--- config.mk ---
export PLATFORM = sky130hd
export DESIGN_NAME = length_prefixed_frame_parser
export DESIGN_NICKNAME = d
export VERILOG_FILES = /design/src/hdl/lpfp_pkg.sv /design/src/hdl/lpfp_in_reg.sv /design/src/hdl/lpfp_dec.sv /design/src/hdl/lpfp_core.sv /design/src/hdl/lpfp_out_reg.sv /design/src/hdl/length_prefixed_frame_parser.sv
export SDC_FILE = /design/constraint.sdc
export NUM_CORES = 1
export LEC_CHECK = 0
export BUFFER_PORTS_ARGS = -buffer_cell sky130_fd_sc_hd__buf_2
export CORE_ASPECT_RATIO = 0.5
export CORE_MARGIN = 1.5
export CORE_UTILIZATION = 46
export DETAILED_ROUTE_END_ITERATION = 6
export HOLD_SLACK_MARGIN = 0.06
export PLACE_DENSITY = 0.64
export SYNTH_ARGS = -nofsm -noshare
export SYNTH_HDL_FRONTEND = slang
export SYNTH_SLANG_ARGS = --single-unit
--- constraint.sdc ---
create_clock -name aclk -period 15 [get_ports aclk]
set_clock_uncertainty 0.15 [all_clocks]
set_input_delay 3 -clock aclk [delete_from_list [all_inputs] [get_ports aclk]]
set_output_delay 3 -clock aclk [all_outputs]
set_load 0.1 [all_outputs]
--- src/hdl/lpfp_pkg.sv ---
package lpfp_pkg;

    localparam int CMD_BYTES          = 3;
    localparam int BODY_LENGTH_DIGITS = 10;
    localparam int COUNT_DIGITS       = 6;
    localparam int ITEM_LENGTH_DIGITS = 5;

    localparam int HDR_LEN   = 3 + CMD_BYTES + BODY_LENGTH_DIGITS;
    localparam int DTYPE_POS = 1 + CMD_BYTES;
    localparam int NEXT_POS  = HDR_LEN - 1;

    localparam int FPOS_W = 5;
    localparam int HDR_W  = 48;
    localparam int ACC_W  = 32;
    localparam int LEN_W  = 33;
    localparam int CNT_W  = 20;
    localparam int ILEN_W = 17;
    localparam int CMD_W  = 24;

    localparam logic [ACC_W-1:0] BODY_LEN_CAP = 32'hFFFF_FFFF;
    localparam logic [ACC_W-1:0] COUNT_CAP    = 32'h000F_FFFF;
    localparam logic [ACC_W-1:0] ILEN_CAP     = 32'h0001_FFFF;
    localparam logic [LEN_W-1:0] SEEN_MAX     = 33'h1_FFFF_FFFF;
    localparam logic [LEN_W-1:0] LEN_NEG_MARK = 33'h1_0000_0000;
    localparam logic [HDR_W-1:0] CMD_MASK     = HDR_W'((64'd1 << (8 * CMD_BYTES)) - 64'd1);

    localparam logic [7:0] CH_TAB   = 8'h09;
    localparam logic [7:0] CH_CR    = 8'h0D;
    localparam logic [7:0] CH_SPACE = 8'h20;
    localparam logic [7:0] CH_PLUS  = 8'h2B;
    localparam logic [7:0] CH_MINUS = 8'h2D;
    localparam logic [7:0] CH_ZERO  = 8'h30;
    localparam logic [7:0] CH_NINE  = 8'h39;

    localparam int CFG_IDX_W = 1;
    localparam int CFG_W     = 8;
    localparam logic [CFG_IDX_W-1:0] CFG_START_MARKER = 1'b0;
    localparam logic [CFG_IDX_W-1:0] CFG_END_MARKER   = 1'b1;

    localparam int S_TDATA_W = 8;
    localparam int M_TDATA_W = 112;
    localparam int M_TUSER_W = 2;

    typedef enum logic [2:0] {
        PH_FIRST,
        PH_HEADER,
        PH_COUNT,
        PH_ILEN,
        PH_IDATA,
        PH_SKIP
    } phase_t;

    typedef enum logic [2:0] {
        DS_BLANK,
        DS_POS,
        DS_NEG,
        DS_DONE_POS,
        DS_DONE_NEG
    } dig_t;

    typedef enum logic [1:0] {
        KIND_HEADER,
        KIND_ITEM_BYTE,
        KIND_EMPTY_ITEM,
        KIND_STATUS
    } kind_t;

    typedef enum logic [2:0] {
        ST_OK,
        ST_NO_START,
        ST_NO_END,
        ST_SHORT,
        ST_MISMATCH
    } status_t;

    typedef struct packed {
        logic [7:0] frame_byte;
        logic       frame_end;
    } in_item_t;

    typedef struct packed {
        logic     vld;
        in_item_t item;
    } in_stage_t;

    typedef struct packed {
        kind_t             kind;
        logic [7:0]        system_type;
        logic [CMD_W-1:0]  command_code;
        logic [7:0]        data_type;
        logic [7:0]        next_flag;
        logic [ACC_W-1:0]  body_length;
        logic [CNT_W-1:0]  item_index;
        logic [7:0]        item_data;
        logic              item_final_byte;
        status_t           status_code;
        logic              frame_done;
    } result_t;

    function automatic logic dig_negative(input dig_t ds);
        return (ds == DS_NEG) || (ds == DS_DONE_NEG);
    endfunction

endpackage

--- src/hdl/lpfp_in_reg.sv ---
module lpfp_in_reg (
    input  logic                            aclk,
    input  logic                            aresetn,
    input  logic                            s_tvalid,
    output logic                            s_tready,
    input  logic [lpfp_pkg::S_TDATA_W-1:0]  s_tdata,   // frame_byte
    input  logic                            s_tlast,   // frame_end
    input  logic                            take_i,
    output lpfp_pkg::in_stage_t             stage_o
);
    import lpfp_pkg::*;

    logic     vld_reg;
    in_item_t item_reg;

    assign s_tready = !vld_reg || take_i;

    always_ff @(posedge aclk) begin
        if (!aresetn) begin
            vld_reg <= 1'b0;
        end else if (s_tvalid && s_tready) begin
            vld_reg <= 1'b1;
        end else if (take_i) begin
            vld_reg <= 1'b0;
        end
    end

    always_ff @(posedge aclk) begin
        if (s_tvalid && s_tready) begin
            item_reg.frame_byte <= s_tdata[7:0];
            item_reg.frame_end  <= s_tlast;
        end
    end

    assign stage_o.vld  = vld_reg;
    assign stage_o.item = item_reg;

endmodule

--- src/hdl/lpfp_dec.sv ---
module lpfp_dec (
    input  lpfp_pkg::dig_t                  ds_i,
    input  logic [lpfp_pkg::ACC_W-1:0]      acc_i,
    input  logic [lpfp_pkg::ACC_W-1:0]      cap_i,
    input  logic [7:0]                      byte_i,
    output lpfp_pkg::dig_t                  ds_o,
    output logic [lpfp_pkg::ACC_W-1:0]      acc_o
);
    import lpfp_pkg::*;

    logic             is_blank;
    logic             is_digit;
    logic             active;
    logic [ACC_W+3:0] acc_x;
    logic [ACC_W+3:0] prod;

    assign is_blank = (byte_i == CH_SPACE) || ((byte_i >= CH_TAB) && (byte_i <= CH_CR));
    assign is_digit = (byte_i >= CH_ZERO) && (byte_i <= CH_NINE);
    assign active   = (ds_i == DS_BLANK) || (ds_i == DS_POS) || (ds_i == DS_NEG);

    // acc * 10 + digit, the low nibble of an ascii digit is its value
    assign acc_x = {4'b0, acc_i};
    assign prod  = (acc_x << 3) + (acc_x << 1) + {{(ACC_W){1'b0}}, byte_i[3:0]};

    always_comb begin
        ds_o  = ds_i;
        acc_o = acc_i;
        if (active) begin
            priority if (is_digit) begin
                if (ds_i == DS_BLANK) begin
                    ds_o = DS_POS;
                end
                acc_o = (prod > {4'b0, cap_i}) ? cap_i : prod[ACC_W-1:0];
            end else if (ds_i == DS_BLANK && is_blank) begin
                ds_o = DS_BLANK;
            end else if (ds_i == DS_BLANK && byte_i == CH_PLUS) begin
                ds_o = DS_POS;
            end else if (ds_i == DS_BLANK && byte_i == CH_MINUS) begin
                ds_o = DS_NEG;
            end else begin
                ds_o = (ds_i == DS_NEG) ? DS_DONE_NEG : DS_DONE_POS;
            end
        end
    end

endmodule

--- src/hdl/lpfp_core.sv ---
module lpfp_core (
    input  logic                 aclk,
    input  logic                 aresetn,
    input  logic [7:0]           start_marker,
    input  logic [7:0]           end_marker,
    input  lpfp_pkg::in_stage_t  stage_i,
    input  logic                 take_i,
    output logic                 res_vld_o,
    output lpfp_pkg::result_t    res_o
);
    import lpfp_pkg::*;

    phase_t            phase_reg, phase_next;
    logic [FPOS_W-1:0] fpos_reg, fpos_next;
    logic              start_ok_reg, start_ok_next;
    logic [HDR_W-1:0]  hdr_reg, hdr_next;
    logic [LEN_W-1:0]  len_reg, len_next;
    logic [LEN_W-1:0]  seen_reg, seen_next;
    logic [CNT_W-1:0]  items_reg, items_next;
    logic [ILEN_W-1:0] ibl_reg, ibl_next;
    logic [CNT_W-1:0]  cur_reg, cur_next;
    dig_t              ds_reg, ds_next;

    logic [7:0]        b;
    logic              last;
    logic [ACC_W-1:0]  dec_acc_in;
    logic [ACC_W-1:0]  dec_cap;
    logic [ACC_W-1:0]  dec_acc;
    dig_t              dec_ds;
    logic [FPOS_W-1:0] fpos_inc;
    logic [LEN_W-1:0]  len_fin;
    logic [CNT_W-1:0]  items_fin;
    logic [ILEN_W-1:0] ibl_fin;
    logic [ILEN_W-1:0] ibl_dec;
    logic [CNT_W-1:0]  items_dec;
    logic [CNT_W-1:0]  cur_inc;
    logic              hdr_done;
    logic              count_done;
    logic              ilen_done;
    status_t           status;

    assign b    = stage_i.item.frame_byte;
    assign last = stage_i.item.frame_end;

    always_comb begin
        unique case (phase_reg)
            PH_COUNT: begin
                dec_acc_in = ACC_W'(items_reg);
                dec_cap    = COUNT_CAP;
            end
            PH_ILEN: begin
                dec_acc_in = ACC_W'(ibl_reg);
                dec_cap    = ILEN_CAP;
            end
            default: begin
                dec_acc_in = len_reg[ACC_W-1:0];
                dec_cap    = BODY_LEN_CAP;
            end
        endcase
    end

    lpfp_dec u_dec (
        .ds_i   (ds_reg),
        .acc_i  (dec_acc_in),
        .cap_i  (dec_cap),
        .byte_i (b),
        .ds_o   (dec_ds),
        .acc_o  (dec_acc)
    );

    assign fpos_inc   = fpos_reg + 1'b1;
    assign len_fin    = dig_negative(ds_reg) ? ((len_reg != '0) ? LEN_NEG_MARK : '0) : len_reg;
    assign items_fin  = dig_negative(dec_ds) ? '0 : dec_acc[CNT_W-1:0];
    assign ibl_fin    = dig_negative(dec_ds) ? '0 : dec_acc[ILEN_W-1:0];
    assign ibl_dec    = ibl_reg - 1'b1;
    assign items_dec  = items_reg - 1'b1;
    assign cur_inc    = cur_reg + 1'b1;
    assign hdr_done   = (fpos_reg >= FPOS_W'(NEXT_POS));
    assign count_done = (fpos_inc >= FPOS_W'(COUNT_DIGITS));
    assign ilen_done  = (fpos_inc >= FPOS_W'(ITEM_LENGTH_DIGITS));

    always_comb begin
        priority if (phase_reg == PH_FIRST) begin
            status = (b != start_marker) ? ST_NO_START :
                     (b != end_marker) ? ST_NO_END : ST_SHORT;
        end else if (!start_ok_reg) begin
            status = ST_NO_START;
        end else if (b != end_marker) begin
            status = ST_NO_END;
        end else if (phase_reg == PH_HEADER) begin
            status = ST_SHORT;
        end else if (len_reg[LEN_W-1]) begin
            status = ST_MISMATCH;
        end else if (len_reg != '0 && seen_reg != len_reg) begin
            status = ST_MISMATCH;
        end else begin
            status = ST_OK;
        end
    end

    // next state
    always_comb begin
        phase_next    = phase_reg;
        fpos_next     = fpos_reg;
        start_ok_next = start_ok_reg;
        hdr_next      = hdr_reg;
        len_next      = len_reg;
        seen_next     = seen_reg;
        items_next    = items_reg;
        ibl_next      = ibl_reg;
        cur_next      = cur_reg;
        ds_next       = ds_reg;
        if (last) begin
            phase_next    = PH_FIRST;
            fpos_next     = '0;
            start_ok_next = 1'b0;
            hdr_next      = '0;
            len_next      = '0;
            seen_next     = '0;
            items_next    = '0;
            ibl_next      = '0;
            cur_next      = '0;
            ds_next       = DS_BLANK;
        end else begin
            if (phase_reg != PH_FIRST && phase_reg != PH_HEADER && seen_reg != SEEN_MAX) begin
                seen_next = seen_reg + 1'b1;
            end
            unique case (phase_reg)
                PH_FIRST: begin
                    start_ok_next = (b == start_marker);
                    phase_next    = (b == start_marker) ? PH_HEADER : PH_SKIP;
                end
                PH_HEADER: begin
                    fpos_next = fpos_inc;
                    if (fpos_reg <= FPOS_W'(DTYPE_POS)) begin
                        hdr_next = {hdr_reg[HDR_W-9:0], b};
                    end else if (!hdr_done) begin
                        len_next = {1'b0, dec_acc};
                        ds_next  = dec_ds;
                    end
                    if (hdr_done) begin
                        len_next  = len_fin;
                        seen_next = '0;
                        if (len_fin == '0 || len_fin[LEN_W-1]) begin
                            phase_next = PH_SKIP;
                        end else begin
                            phase_next = PH_COUNT;
                            fpos_next  = '0;
                            ds_next    = DS_BLANK;
                            items_next = '0;
                        end
                    end
                end
                PH_COUNT: begin
                    items_next = dec_acc[CNT_W-1:0];
                    ds_next    = dec_ds;
                    fpos_next  = fpos_inc;
                    if (count_done) begin
                        items_next = items_fin;
                        if (items_fin == '0) begin
                            phase_next = PH_SKIP;
                        end else begin
                            phase_next = PH_ILEN;
                            fpos_next  = '0;
                            ds_next    = DS_BLANK;
                            ibl_next   = '0;
                            cur_next   = '0;
                        end
                    end
                end
                PH_ILEN: begin
                    ibl_next  = dec_acc[ILEN_W-1:0];
                    ds_next   = dec_ds;
                    fpos_next = fpos_inc;
                    if (ilen_done) begin
                        ibl_next = ibl_fin;
                        if (ibl_fin == '0) begin
                            cur_next   = cur_inc;
                            items_next = items_dec;
                            if (items_dec == '0) begin
                                phase_next = PH_SKIP;
                            end else begin
                                phase_next = PH_ILEN;
                                fpos_next  = '0;
                                ds_next    = DS_BLANK;
                            end
                        end else begin
                            phase_next = PH_IDATA;
                        end
                    end
                end
                PH_IDATA: begin
                    ibl_next = ibl_dec;
                    if (ibl_dec == '0) begin
                        cur_next   = cur_inc;
                        items_next = items_dec;
                        if (items_dec == '0) begin
                            phase_next = PH_SKIP;
                        end else begin
                            phase_next = PH_ILEN;
                            fpos_next  = '0;
                            ds_next    = DS_BLANK;
                        end
                    end
                end
                default: begin
                    phase_next = phase_reg;
                end
            endcase
        end
    end

    // result
    always_comb begin
        res_vld_o = 1'b0;
        res_o     = '0;
        if (last) begin
            res_vld_o         = 1'b1;
            res_o.kind        = KIND_STATUS;
            res_o.status_code = status;
            res_o.frame_done  = 1'b1;
        end else begin
            unique case (phase_reg)
                PH_HEADER: begin
                    if (hdr_done) begin
                        res_vld_o          = 1'b1;
                        res_o.kind         = KIND_HEADER;
                        res_o.system_type  = hdr_reg[8*(CMD_BYTES+1) +: 8];
                        res_o.command_code = CMD_W'((hdr_reg >> 8) & CMD_MASK);
                        res_o.data_type    = hdr_reg[7:0];
                        res_o.next_flag    = b;
                        res_o.body_length  = len_fin[ACC_W-1:0];
                    end
                end
                PH_ILEN: begin
                    if (ilen_done && ibl_fin == '0) begin
                        res_vld_o        = 1'b1;
                        res_o.kind       = KIND_EMPTY_ITEM;
                        res_o.item_index = cur_reg;
                    end
                end
                PH_IDATA: begin
                    res_vld_o             = 1'b1;
                    res_o.kind            = KIND_ITEM_BYTE;
                    res_o.item_index      = cur_reg;
                    res_o.item_data       = b;
                    res_o.item_final_byte = (ibl_dec == '0);
                end
                default: begin
                    res_vld_o = 1'b0;
                end
            endcase
        end
    end

    always_ff @(posedge aclk) begin
        if (!aresetn) begin
            phase_reg    <= PH_FIRST;
            fpos_reg     <= '0;
            start_ok_reg <= 1'b0;
            hdr_reg      <= '0;
            len_reg      <= '0;
            seen_reg     <= '0;
            items_reg    <= '0;
            ibl_reg      <= '0;
            cur_reg      <= '0;
            ds_reg       <= DS_BLANK;
        end else if (take_i) begin
            phase_reg    <= phase_next;
            fpos_reg     <= fpos_next;
            start_ok_reg <= start_ok_next;
            hdr_reg      <= hdr_next;
            len_reg      <= len_next;
            seen_reg     <= seen_next;
            items_reg    <= items_next;
            ibl_reg      <= ibl_next;
            cur_reg      <= cur_next;
            ds_reg       <= ds_next;
        end
    end

    a_status_restarts: assert property (@(posedge aclk) disable iff (!aresetn)
        take_i && last |=> phase_reg == PH_FIRST)
        else $error("parser not back at frame start after status");

    a_idata_has_bytes: assert property (@(posedge aclk) disable iff (!aresetn)
        phase_reg == PH_IDATA |-> ibl_reg != '0)
        else $error("item data phase with no bytes left");

    a_items_pending: assert property (@(posedge aclk) disable iff (!aresetn)
        (phase_reg == PH_ILEN || phase_reg == PH_IDATA) |-> items_reg != '0)
        else $error("item phase with no items left");

    a_bad_start_skips: assert property (@(posedge aclk) disable iff (!aresetn)
        !start_ok_reg && phase_reg != PH_FIRST |-> phase_reg == PH_SKIP)
        else $error("parsing a frame that had a bad start marker");

endmodule

--- src/hdl/lpfp_out_reg.sv ---
module lpfp_out_reg (
    input  logic                            aclk,
    input  logic                            aresetn,
    input  logic                            take_i,
    input  logic                            res_vld_i,
    input  lpfp_pkg::result_t               res_i,
    output logic                            ready_o,
    output logic                            m_tvalid,
    input  logic                            m_tready,
    output logic [lpfp_pkg::M_TDATA_W-1:0]  m_tdata,
    output logic [lpfp_pkg::M_TUSER_W-1:0]  m_tuser,
    output logic                            m_tlast
);
    import lpfp_pkg::*;

    logic    vld_reg;
    result_t res_reg;

    assign ready_o = !vld_reg || m_tready;

    always_ff @(posedge aclk) begin
        if (!aresetn) begin
            vld_reg <= 1'b0;
        end else if (take_i) begin
            vld_reg <= res_vld_i;
        end else if (m_tready) begin
            vld_reg <= 1'b0;
        end
    end

    always_ff @(posedge aclk) begin
        if (take_i && res_vld_i) begin
            res_reg <= res_i;
        end
    end

    assign m_tvalid = vld_reg;
    assign m_tdata  = {res_reg.status_code, res_reg.item_final_byte, res_reg.item_data,
                       res_reg.item_index, res_reg.body_length, res_reg.next_flag,
                       res_reg.data_type, res_reg.command_code, res_reg.system_type};
    assign m_tuser  = res_reg.kind;
    assign m_tlast  = res_reg.frame_done;

endmodule

--- src/hdl/length_prefixed_frame_parser.sv ---
// Parser for marker-delimited frames with a decimal length-prefixed body, fed one byte
// per item with s_tlast on the last byte of a frame. It takes one byte every clock unless
// the output stalls and turns it into at most one result: the header when its last
// character arrives, one result per item byte, a mark for each empty item, and a status
// closing every frame. A byte's result reaches m_tdata through the input register, then
// the result register; the digit accumulate and body length compare in the parser stage
// are combinational. Item bytes come out before the frame's status, so a consumer keeps
// them only when that status is ok. The user must write the start and end markers over
// the cfg port only while no frame is in flight; the block does not enforce this.
module length_prefixed_frame_parser (
    input  logic                            aclk,
    input  logic                            aresetn,
    input  logic                            cfg_wr_en,
    input  logic [lpfp_pkg::CFG_IDX_W-1:0]  cfg_index,
    input  logic [lpfp_pkg::CFG_W-1:0]      cfg_wdata,
    input  logic                            s_tvalid,
    output logic                            s_tready,
    input  logic [lpfp_pkg::S_TDATA_W-1:0]  s_tdata,   // frame_byte
    input  logic                            s_tlast,   // frame_end
    output logic                            m_tvalid,
    input  logic                            m_tready,
    // system_type, command_code, data_type, next_flag, body_length, item_index,
    // item_data, item_final_byte, status_code
    output logic [lpfp_pkg::M_TDATA_W-1:0]  m_tdata,
    output logic [lpfp_pkg::M_TUSER_W-1:0]  m_tuser,   // kind
    output logic                            m_tlast    // frame_done
);
    import lpfp_pkg::*;

    logic [7:0] start_marker_reg;
    logic [7:0] end_marker_reg;
    in_stage_t  stage;
    logic       out_ready;
    logic       take;
    logic       res_vld;
    result_t    res;

    always_ff @(posedge aclk) begin
        if (!aresetn) begin
            start_marker_reg <= 8'h02;
            end_marker_reg   <= 8'h03;
        end else if (cfg_wr_en) begin
            unique case (cfg_index)
                CFG_START_MARKER: start_marker_reg <= cfg_wdata;
                CFG_END_MARKER:   end_marker_reg   <= cfg_wdata;
                default:          start_marker_reg <= start_marker_reg;
            endcase
        end
    end

    assign take = stage.vld && out_ready;

    lpfp_in_reg u_in_reg (
        .aclk     (aclk),
        .aresetn  (aresetn),
        .s_tvalid (s_tvalid),
        .s_tready (s_tready),
        .s_tdata  (s_tdata),
        .s_tlast  (s_tlast),
        .take_i   (take),
        .stage_o  (stage)
    );

    lpfp_core u_core (
        .aclk         (aclk),
        .aresetn      (aresetn),
        .start_marker (start_marker_reg),
        .end_marker   (end_marker_reg),
        .stage_i      (stage),
        .take_i       (take),
        .res_vld_o    (res_vld),
        .res_o        (res)
    );

    lpfp_out_reg u_out_reg (
        .aclk      (aclk),
        .aresetn   (aresetn),
        .take_i    (take),
        .res_vld_i (res_vld),
        .res_i     (res),
        .ready_o   (out_ready),
        .m_tvalid  (m_tvalid),
        .m_tready  (m_tready),
        .m_tdata   (m_tdata),
        .m_tuser   (m_tuser),
        .m_tlast   (m_tlast)
    );

endmodule
After elaboration in Yosys (flattened, before gate mapping)
Index checks and enable logic that the tools add are counted.
{"block": "op_classes", "addsub": 7, "n_mul": 0, "n_div": 0, "n_lt_le_gt_ge": 9, "n_eq_ne": 27, "shifts": 0, "n_mux": 105, "n_bitwise": 4, "reduce_logical": 51}
{"cell": "$mux W33", "count": 10}
{"cell": "$mux W20", "count": 15}
{"cell": "$pmux W32 S2", "count": 2}
{"cell": "$mux W40", "count": 3}
{"cell": "$mux W3", "count": 36}
{"cell": "$mux W32", "count": 3}
{"cell": "$mux W17", "count": 5}
{"cell": "$pmux W20 S4", "count": 1}
{"cell": "$pmux W20 S3", "count": 1}
{"cell": "$pmux W17 S3", "count": 1}
{"cell": "$mux W5", "count": 10}
{"cell": "$logic_not A20 Y1", "count": 2}
{"cell": "$pmux W20 S2", "count": 1}
{"cell": "$add A35 B33 Y36", "count": 1}
{"cell": "$add A36 B4 Y36", "count": 1}
{"cell": "$gt A36 B32 Y1", "count": 1}
{"cell": "$logic_not A17 Y1", "count": 2}
{"cell": "$add A33 B1 Y33 const B", "count": 1}
{"cell": "$logic_not A33 Y1", "count": 1}
{"cell": "$ne A33 B33 Y1", "count": 1}
{"cell": "$ne A33 B33 Y1 const B", "count": 1}
{"cell": "$reduce_bool A33 Y1", "count": 1}
{"cell": "$eq A8 B6 Y1 const B", "count": 3}
{"cell": "$add A20 B1 Y20 const B", "count": 1}
{"cell": "other kinds (42)", "count": 99}
{"block": "totals", "reg_bits": 317, "latchBits": 0, "mem_bits_rw": 0, "rom_bits": 0, "inputBits": 23, "out_inout_bits": 117, "wordCells": 230, "memories": 0}

Logic depth before layout (Yosys ltp)
Gate-level depths: netlist of the first run.
{"block": "depth", "word_depth": 16, "mapped_depth": 36}

Modules after synthesis
From an unflattened synthesis of the first run, not the netlist that was laid out.
{"block": "unflattened", "cells_unflattened": 2342, "hier_area_um2": 19980.4}
{"module": "lpfp_core", "instances": 1, "cells_each": 1519, "area_each_um2": 11284.6, "seq_area_each_um2": 3503.4}
{"module": "lpfp_dec", "instances": 1, "cells_each": 621, "area_each_um2": 4211.5, "seq_area_each_um2": 0.0}
{"module": "lpfp_out_reg", "instances": 1, "cells_each": 120, "area_each_um2": 3504.6, "seq_area_each_um2": 3473.3}
{"module": "length_prefixed_frame_parser", "instances": 1, "cells_each": 67, "area_each_um2": 644.4, "seq_area_each_um2": 320.3}
{"module": "lpfp_in_reg", "instances": 1, "cells_each": 15, "area_each_um2": 335.3, "seq_area_each_um2": 290.3}

Least setup slack after synthesis of the first run
No wires, ideal clock.
{"block": "synth_timing", "path_kind": "flip-flop to flip-flop", "startpoint": "register u_core.phase_reg[2]", "endpoint": "register u_out_reg.res_reg, in the netlist u_out_reg.m_tdata[0], enable pin", "setup_ns": 0.627, "t_arrival_ns": 12.822, "path_slack_ns": 1.401, "stages_incl_launch_ff": 33, "period_less_slack_ns": 13.599, "path_cell_list": "dfxtp_1 > nand2b_1 > clkbuf_1 > clkbuf_1 > clkbuf_1 > buf_1 > nor2_1 > a21oi_1 > inv_1 > ha_1 > ha_1 > buf_2 > a21oi_1 > o21ai_2 > a22o_1 > o21ai_0 > nand2_1 > a21o_1 > a21o_1 > a31oi_1 > xnor2_1 > ha_1 > and4_1 > nand4_1 > nor4b_1 > nand3b_1 > or4_1 > or4_4 > a211oi_1 > a311oi_1 > nor2_1 > a31oi_1 > a21oi_1"}
{"block": "synth_between", "elab_chain_cells": 15}
{"item": "from (decl)", "line": "lpfp_core.sv:13", "rtl": "phase_t phase_reg, phase_next;"}
{"item": "from (signal assigned)", "line": "lpfp_core.sv:269", "rtl": "phase_reg <= phase_next;"}
{"item": "$eq A3 B2 Y1, on equally long branches", "line": "lpfp_core.sv:46, lpfp_core.sv:223"}
{"item": "$pmux W32 S2", "line": "lpfp_core.sv:46", "rtl": "unique case (phase_reg)"}
{"item": "$add A35 B33 Y36", "line": "lpfp_dec.sv:23", "rtl": "assign prod = (acc_x << 3) + (acc_x << 1) + {{(ACC_W){1'b0}}, byte_i[3:0]};"}
{"item": "$add A36 B4 Y36", "line": "lpfp_dec.sv:23"}
{"item": "$gt A36 B32 Y1", "line": "lpfp_dec.sv:33", "rtl": "acc_o = (prod > {4'b0, cap_i}) ? cap_i : prod[ACC_W-1:0];"}
{"item": "$mux W32", "line": "lpfp_dec.sv:33"}
{"item": "$mux W32", "line": "lpfp_dec.sv:29", "rtl": "priority if (is_digit) begin"}
{"item": "$mux W32", "line": "lpfp_dec.sv:28", "rtl": "if (active) begin"}
{"item": "$mux W17", "line": "lpfp_core.sv:74", "rtl": "assign ibl_fin = dig_negative(dec_ds) ? '0 : dec_acc[ILEN_W-1:0];"}
{"item": "$logic_not A17 Y1", "line": "lpfp_core.sv:236", "rtl": "if (ilen_done && ibl_fin == '0) begin"}
{"item": "$logic_and A1 B1 Y1", "line": "lpfp_core.sv:236"}
{"item": "$mux W1", "line": "lpfp_core.sv:236"}
{"item": "$pmux W1 S3 (*)", "line": "lpfp_core.sv:223", "rtl": "unique case (phase_reg)"}
{"item": "$mux W1 (*)", "line": "lpfp_core.sv:217", "rtl": "if (last) begin"}
{"item": "$logic_and A1 B1 Y1 (*)", "line": "lpfp_out_reg.sv:32", "rtl": "if (take_i && res_vld_i) begin"}
{"item": "to (signal assigned)", "line": "lpfp_out_reg.sv:33", "rtl": "res_reg <= res_i;"}
{"item": "to (decl)", "line": "lpfp_out_reg.sv:17", "rtl": "result_t res_reg;"}
Every way passes the cells marked *; elsewhere a longest branch is shown, timed or not.
A chain may end at the register's enable or synchronous reset.

Worst setup path after layout of the first run
{"block": "layout_timing", "startpoint": "register u_core.phase_reg[1]", "endpoint": "register u_out_reg.res_reg, in the netlist u_out_reg.m_tdata[103], enable pin"}
Same word-level chain as after synthesis.

==> results of run 1 <==
-- metal layers --
metal / vias up / part of all wire, % / track usage (%)
met2: 626 / 43 / 37.2
met3: 121 / 7.8 / 5.30
li1: 7986 / - / -
met1: 7781 / 46 / 35.8
met5: - / 0 / 0
met4: 0 / 2.9 / 6.76
-- cell type report --
| cell class | instances | area, um^2 |
|---|---|---|
| tap | 540 | 676 |
| sequential | 317 | 7590 |
| fill | 3792 | 19600 |
| multi-input combinational | 1637 | 10600 |
| clock inverter | 11 | 140 |
| inverter | 52 | 196 |
| clock buffer | 45 | 838 |
| timing repair buffer | 163 | 876 |
-- Yosys cell counts (7+ instances only) --
cell type / instances
o211ai_1: 15
a21boi_0: 7
a21o_1: 22
nor2b_1: 12
nand2_1: 152
nor3b_1: 46
a21oi_1: 187
nand2b_1: 15
a221o_1: 7
o211a_1: 19
nor3_1: 50
o221ai_1: 16
edfxtp_1: 124
dfxtp_1: 193
a31o_2: 9
or4_1: 7
buf_1: 7
nor2_1: 224
mux2i_1: 21
clkbuf_1: 130
nand3b_1: 7
o22a_1: 12
and4_1: 7
a31oi_1: 16
or3_1: 16
xnor2_1: 71
o21ai_0: 99
ha_1: 89
a22oi_1: 17
nor4_1: 30
a211oi_1: 15
nand3_1: 51
o31ai_1: 18
o2bb2ai_1: 14
inv_1: 50
and2_1: 105
nand4_1: 38
o22ai_1: 11
buf_2: 9
xor2_1: 43
and3_1: 69
-- layout by cell type (no fill, tap or decap), types with 48 or more instances in the layout --
cell type | Yosys | routed
o21ai_0 | 99 | 99
nor3_1 | 50 | 48
inv_1 | 50 | 50
ha_1 | 89 | 89
xnor2_1 | 71 | 71
and2_1 | 105 | 105
nand3_1 | 51 | 51
nand2_1 | 152 | 152
dfxtp_1 | 193 | 193
buf_2 | 9 | 139
edfxtp_1 | 124 | 124
a21oi_1 | 187 | 186
and3_1 | 69 | 69
nor2_1 | 224 | 224
-- through the flow --
stage                     total power [mW]  hold WS, ns  area (um^2)  worst slack, ns
after global placement                1.20        0.307        19900             4.80
after detailed placement              1.20        0.309        19900             4.52
final                                 1.95        0.317        20900             4.29
after floorplan                       1.15        0.274        18900             1.40
after CTS                             1.96        0.318        20900             4.52
after global routing                  2.02        0.334        20900             3.81
-- final timing paths --
kind | start | endpoint | slack (ns) | depth (start not counted)
hold / removal | end_marker_reg[6] | end_marker_reg[6] | 0.32 | 2
hold reg to reg | end_marker_reg[6] | end_marker_reg[6] | 0.32 | 2
setup reg to reg | u_core.phase_reg[1] | u_out_reg.m_tdata[103] | 4.29 | 28
setup / recovery | u_core.phase_reg[1] | u_out_reg.m_tdata[103] | 4.29 | 28
-- worst min-delay path, delay by kind of cell, from the launching register on --
family	cells	cell delay (ns)
and+or+nand+nor	1	0.05
AOI/OAI and AO/OA	1	0.05
DFF	1	0.32
-- cell families after synthesis --
logic type                 after synthesis  share of synthesized area, %
adders and majority gates               91                          6.11
DFF                                    317                          40.2
and+or+nand+nor                        855                          23.5
muxes                                   26                          1.41
xor gates and xnor gates               114                          5.29
buffers and inverters                  202                          4.15
AOI/OAI and AO/OA                      551                          19.4
-- power by group --
group	internal (mW)	switching, mW	total, mW	leakage (nW)
clock	0.424	0.340	0.764	0.476
sequential	0.915	0.0195	0.934	2.59
combinational	0.0579	0.197	0.255	5.17
total	1.40	0.556	1.95	8.23
==> results.txt, run 1 <==
----------------------------------------------------
[Floorplanning]
  Starting density of the core ... 46.7%
  Standard cell core area ... 40500 um^2
  Die Wd ... 290 um
  Boundary Pins ... 140
  Vertical die dimension ... 146 um
  Number of placement rows ... 52
  Die area ... 42400 um^2

[CTS]
  Latest clock arrival within the worst-skew pair ... 0.60 ns
  Number of buffers added for setup after CTS ... 0
  # clock sinks ... 317
  Number of H-tree levels ... 1
  Clock transition at the register clock pins on the worst setup and hold paths after CTS ... 0.06 ns
  Clock tree from TritonCTS ... done
  TritonCTS buffer count ... 30
  Maximum count of clock buffers along a single path ... 3
  Buffer cell driving the clock tree root ... clkbuf_16
  Hold buffers post-CTS ... 0
  # resized after CTS ... 0

[Synth]
  Number of synthesized register bits ... 317
  Number of warnings issued by yosys ... 0
  Share of async-settable or async-resettable flops after synthesis ... 0%
  Synthesized Nets ... 2270
  Proportion of synthesized chip area in sequential cells ... 40.2%
  Number of synthesized flops with an enable pin ... 124
  Area share of the largest cell type after synthesis ... 20.5%
  Post-Synthesis Mean Instance Area ... 8.76 um^2
  Total standard cell area after synthesis ... 18900 um^2
  Library cells used by synthesis ... 87
  Main flop type after synthesis ... dfxtp_1
  Synthesized netlist cell count ... 2156
  Cell types with the largest area share after synthesis ... dfxtp_1 20%, edfxtp_1 20%, ha_1 5.9%, a21oi_1 5.0%, nor2_1 4.5%
  Cell type contributing the most total cell area after synthesis ... dfxtp_1

[Setup path]
  Max incr delay on CP ... 0.78 ns
  Crit-path leading delay family ... compound AO/OA/AOI/OAI gates
  Critical path's most frequent cell ... buf_4
  Crit path required time ... 15.07 ns
  Arrival time of the worst setup path ... 10.77 ns
  Worst path buffer plus inverter count ... 3
  Capturing element type of the critical path ... flip-flop
  Largest fanout on the critical path ... 69
  Critical Path Start Type ... flip-flop
  Setup Crit Path Kind ... flip-flop to flip-flop
  Cell with the largest stage delay on the worst path ... buf_4

[STA]
  Shortest period the worst path allows ... 10.71 ns
  Count of pins over their slew limit ... 0
  Final hold violation count ... 0
  Unrepaired setup endpoints after global routing ... false
  Maximum clock rate ... 93.4 MHz
  Setup TNS Final ... 0 ns
  Slew margin rel. ... 26.8%
  Final setup fails ... 0
  Period utilisation layout ... 71.4%
  Transition at the pin with the smallest max-transition slack ... 1.09 ns

[Layout]
  Number of nets in the layout ... 2315
  End-of-flow core utilization ... 51.6%
  Number of flip-flops in the largest register ... 112
  Layout overhead on the synthesized area ... 10.5%
  Final cell count without fillers ... 2765
  Share of cells above drive strength 1 ... 11.1%
  Count of inserted antenna diode cells ... 0

[Route]
  Average vias per placed instance ... 5.97
  Routed length per placed instance ... 19.5 um
  Final ANT Viol Nets ... 0
  Total wire length after detailed routing ... 53900 um
  Number of optimization iterations in the first detailed-route pass ... 6
  Remaining routing DRC violations ... 0
  Number of DRC markers in iteration 0 ... 1544
  Via total after detailed routing ... 16514

[GRT]
  Antenna violations before repair ... 0
  Total routing usage reported by global routing ... 24.7%
  Largest net degree at the start of global routing ... 81
  Total gr overflow ... 0
  First-pass GRT wire length ... 84000 um
  Number of global-route vias before repair ... 14890

[Worst hold path]
  Class of the most critical hold timing path ... flip-flop to flip-flop

[Pwr]
  Maximum vdd drop ... 86.1 uV
  Reported leakage power ... 8.23 nW
  Pwr/cell area ... 93.6 nW/um^2

[Flow run]
  Max-cap violations ... 0

[Run status]
  Run status ... finished clean

[Place]
  Placed wire-length estimate after detailed placement ... 38800 um
  Last weighted congestion value of the routability-driven placer ... 0.933
  Port-buffer cells ... 139
  Number of cells in the design after placement ... 2709

----------------------------------------------------
Power figures use the tool's default switching activity.
==> run 2, diff against run 1 <==
--- a/config.mk
+++ b/config.mk
@@ -11,7 +11,7 @@
 export CORE_UTILIZATION = 46
 export DETAILED_ROUTE_END_ITERATION = 6
 export HOLD_SLACK_MARGIN = 0.06
-export PLACE_DENSITY = 0.64
+export PLACE_DENSITY = 0.66
 export SYNTH_ARGS = -nofsm -noshare
 export SYNTH_HDL_FRONTEND = slang
 export SYNTH_SLANG_ARGS = --single-unit
==> constraint.sdc (replaced) <==
create_clock -name aclk -period 9.85 [get_ports aclk]
set_clock_uncertainty 0.15 [all_clocks]
set_input_delay 1.97 -clock aclk [delete_from_list [all_inputs] [get_ports aclk]]
set_output_delay 1.97 -clock aclk [all_outputs]
set_load 0.1 [all_outputs]
==> run 2 against run 1 <==
Routed wire length increased by 1.5%. Maximum frequency increased by 14%. Global-route usage increased by 0.32 points. Flip-flop and latch count unchanged. Non-clock buffer count increased by 13. Hold slack about the same. Combinational power increased by 54%. Die area unchanged. Critical path type unchanged. Largest power group unchanged.
==> results.txt, run 2 (synthesized netlist as in run 1, its figures left out) <==
----------------------------------------------------
[Layout]
  Number of flip-flops in the largest register ... 112
  Leading cell type in the layout, fill and taps excluded ... nor2_1
  Post-route cell area ... 21000 um^2
  Area of the multi-input gates ... 10600 um^2
  Commonest cells after routing, fill and taps aside ... 224 x nor2_1, 193 x dfxtp_1, 186 x a21oi_1
  Fillers ... 3848
  Register area ... 7590 um^2
  Count of inserted antenna diode cells ... 0
  Number of nets in the layout ... 2328
  Share of cells above drive strength 1 ... 11.8%
  Layout overhead on the synthesized area ... 11.4%

[Floorplanning]
  Boundary Pins ... 140
  Starting density of the core ... 46.7%
  Die Wd ... 290 um
  Number of placement rows ... 52
  Vertical die dimension ... 146 um
  Standard cell core area ... 40500 um^2
  Die area ... 42400 um^2

[Route]
  Via total after detailed routing ... 16627
  Total wire length after detailed routing ... 54700 um
  Number of optimization iterations in the first detailed-route pass ... 6
  Number of DRC markers in iteration 0 ... 1806
  Routed length per placed instance ... 19.7 um
  Remaining routing DRC violations ... 0
  Average vias per placed instance ... 5.99
  Final ANT Viol Nets ... 0

[STA]
  Transition at the pin with the smallest max-transition slack ... 1.24 ns
  Slew margin rel. ... 16.5%
  Count of pins over their slew limit ... 0
  Worst setup slack after layout ... 0.483 ns
  Final setup fails ... 0
  Unrepaired setup endpoints after global routing ... false
  Shortest period the worst path allows ... 9.37 ns
  Period utilisation layout ... 95.1%
  Final hold violation count ... 0
  Setup TNS Final ... 0 ns
  Maximum clock rate ... 107 MHz

[Setup path]
  Start of the worst register-to-register path ... u_core.phase_reg[1]
  Largest fanout on the critical path ... 29
  Setup Crit Path Kind ... flip-flop to flip-flop
  Arrival time of the worst setup path ... 9.45 ns
  Cell with the largest stage delay on the worst path ... or4_4
  Crit path required time ... 9.93 ns
  CP Launch Point ... u_core.phase_reg[1]
  Max incr delay on CP ... 0.56 ns
  Capturing element type of the critical path ... flip-flop
  Crit-path leading delay family ... compound AO/OA/AOI/OAI gates
  Worst path buffer plus inverter count ... 2
  Critical Path Start Type ... flip-flop

[GRT]
  Total routing usage reported by global routing ... 25.1%
  Largest net degree at the start of global routing ... 81
  Number of global-route vias before repair ... 15117
  Total gr overflow ... 0
  First-pass GRT wire length ... 85200 um
  Antenna violations before repair ... 0

[Pwr]
  Maximum vdd drop ... 142 uV
  Pwr/cell area ... 144 nW/um^2
  Reported leakage power ... 8.31 nW

[CTS]
  TritonCTS buffer count ... 30
  Maximum count of clock buffers along a single path ... 3
  # clock sinks ... 317
  Buffer cell driving the clock tree root ... clkbuf_16
  Number of H-tree levels ... 1
  Latest clock arrival within the worst-skew pair ... 0.59 ns
  Clock transition at the register clock pins on the worst setup and hold paths after CTS ... 0.06 ns
  Clock tree from TritonCTS ... done
  Hold buffers post-CTS ... 0

[Run status]
  Run status ... finished clean

[Worst hold path]
  Critical hold path startpoint ... end_marker_reg[6]
  Class of the most critical hold timing path ... flip-flop to flip-flop

[Place]
  Placed wire-length estimate after detailed placement ... 39400 um
  Last weighted congestion value of the routability-driven placer ... 0.962
  Port-buffer cells ... 139
  Placed cell area ... 20000 um^2
  Worst slack, placed ... 0.278 ns

[Flow run]
  Max-cap violations ... 0

----------------------------------------------------
run 2: power by group:
| group | internal [mW] | leakage (nW) | total [mW] | switching, mW |
|---|---|---|---|---|
| clock network | 0.671 | 0.493 | 1.21 | 0.539 |
| logic | 0.0915 | 5.23 | 0.393 | 0.301 |
| registers | 1.39 | 2.59 | 1.42 | 0.0301 |
run 2: cell type report:
| type | count | area share [%] |
|---|---|---|
| Clock buffer | 37 | 3.84 |
| Clock inverter | 19 | 1.03 |
| Inverter | 52 | 0.951 |
| Multi-Input combinational cell | 1637 | 50.2 |
| Sequential cell | 317 | 36.1 |
| Tap cell | 540 | 3.21 |
| Timing Repair Buffer | 176 | 4.74 |
run 2: per-stage QoR:
step                hold slack [ns]  cells  power [mW]  utilization (%)
floorplan                     0.274   2156        1.76                -
global placement              0.306   2717        1.83             49.3
detailed placement            0.311   2717        1.84             49.3
CTS                           0.320   2773        3.04             51.9
global route                  0.338   2778        3.12             52.0
finish                        0.317   2778        3.03             52.0
run 2: final timing paths:
path	to	slack, ns	cells after the start
worst max-delay path	u_out_reg.m_tdata[70]	0.48	28
worst min-delay path	end_marker_reg[6]	0.32	2
worst max register to register	u_out_reg.m_tdata[70]	0.48	28
worst min register to register	end_marker_reg[6]	0.32	2
run 2: repair_timing:
action / in CTS / in global routing
setup endpoints to repair: 0 / 148
resized for setup: 0 / 3
setup buffers: 0 / 5
run 2: routing by layer:
metal  global-route usage (%)  vias up  wire length (um)
met1                     37.2     7903             25500
met3                     4.58      113              4120
met4                     7.10        0              1590
li1                         -     8006                 -
met2                     37.0      605             23600
met5                        0        -                 0
run 2: worst reg2reg max path: cells and delay by family (launching register included):
family	cells	cell delay (ns)
AO/OA/AOI/OAI	12	3.24
XOR/XNOR	1	0.11
adder cells (fa/ha/maj)	3	1.33
buffers and inverters	2	0.60
flip-flops	1	0.54
AND/OR/NAND/NOR	10	3.07
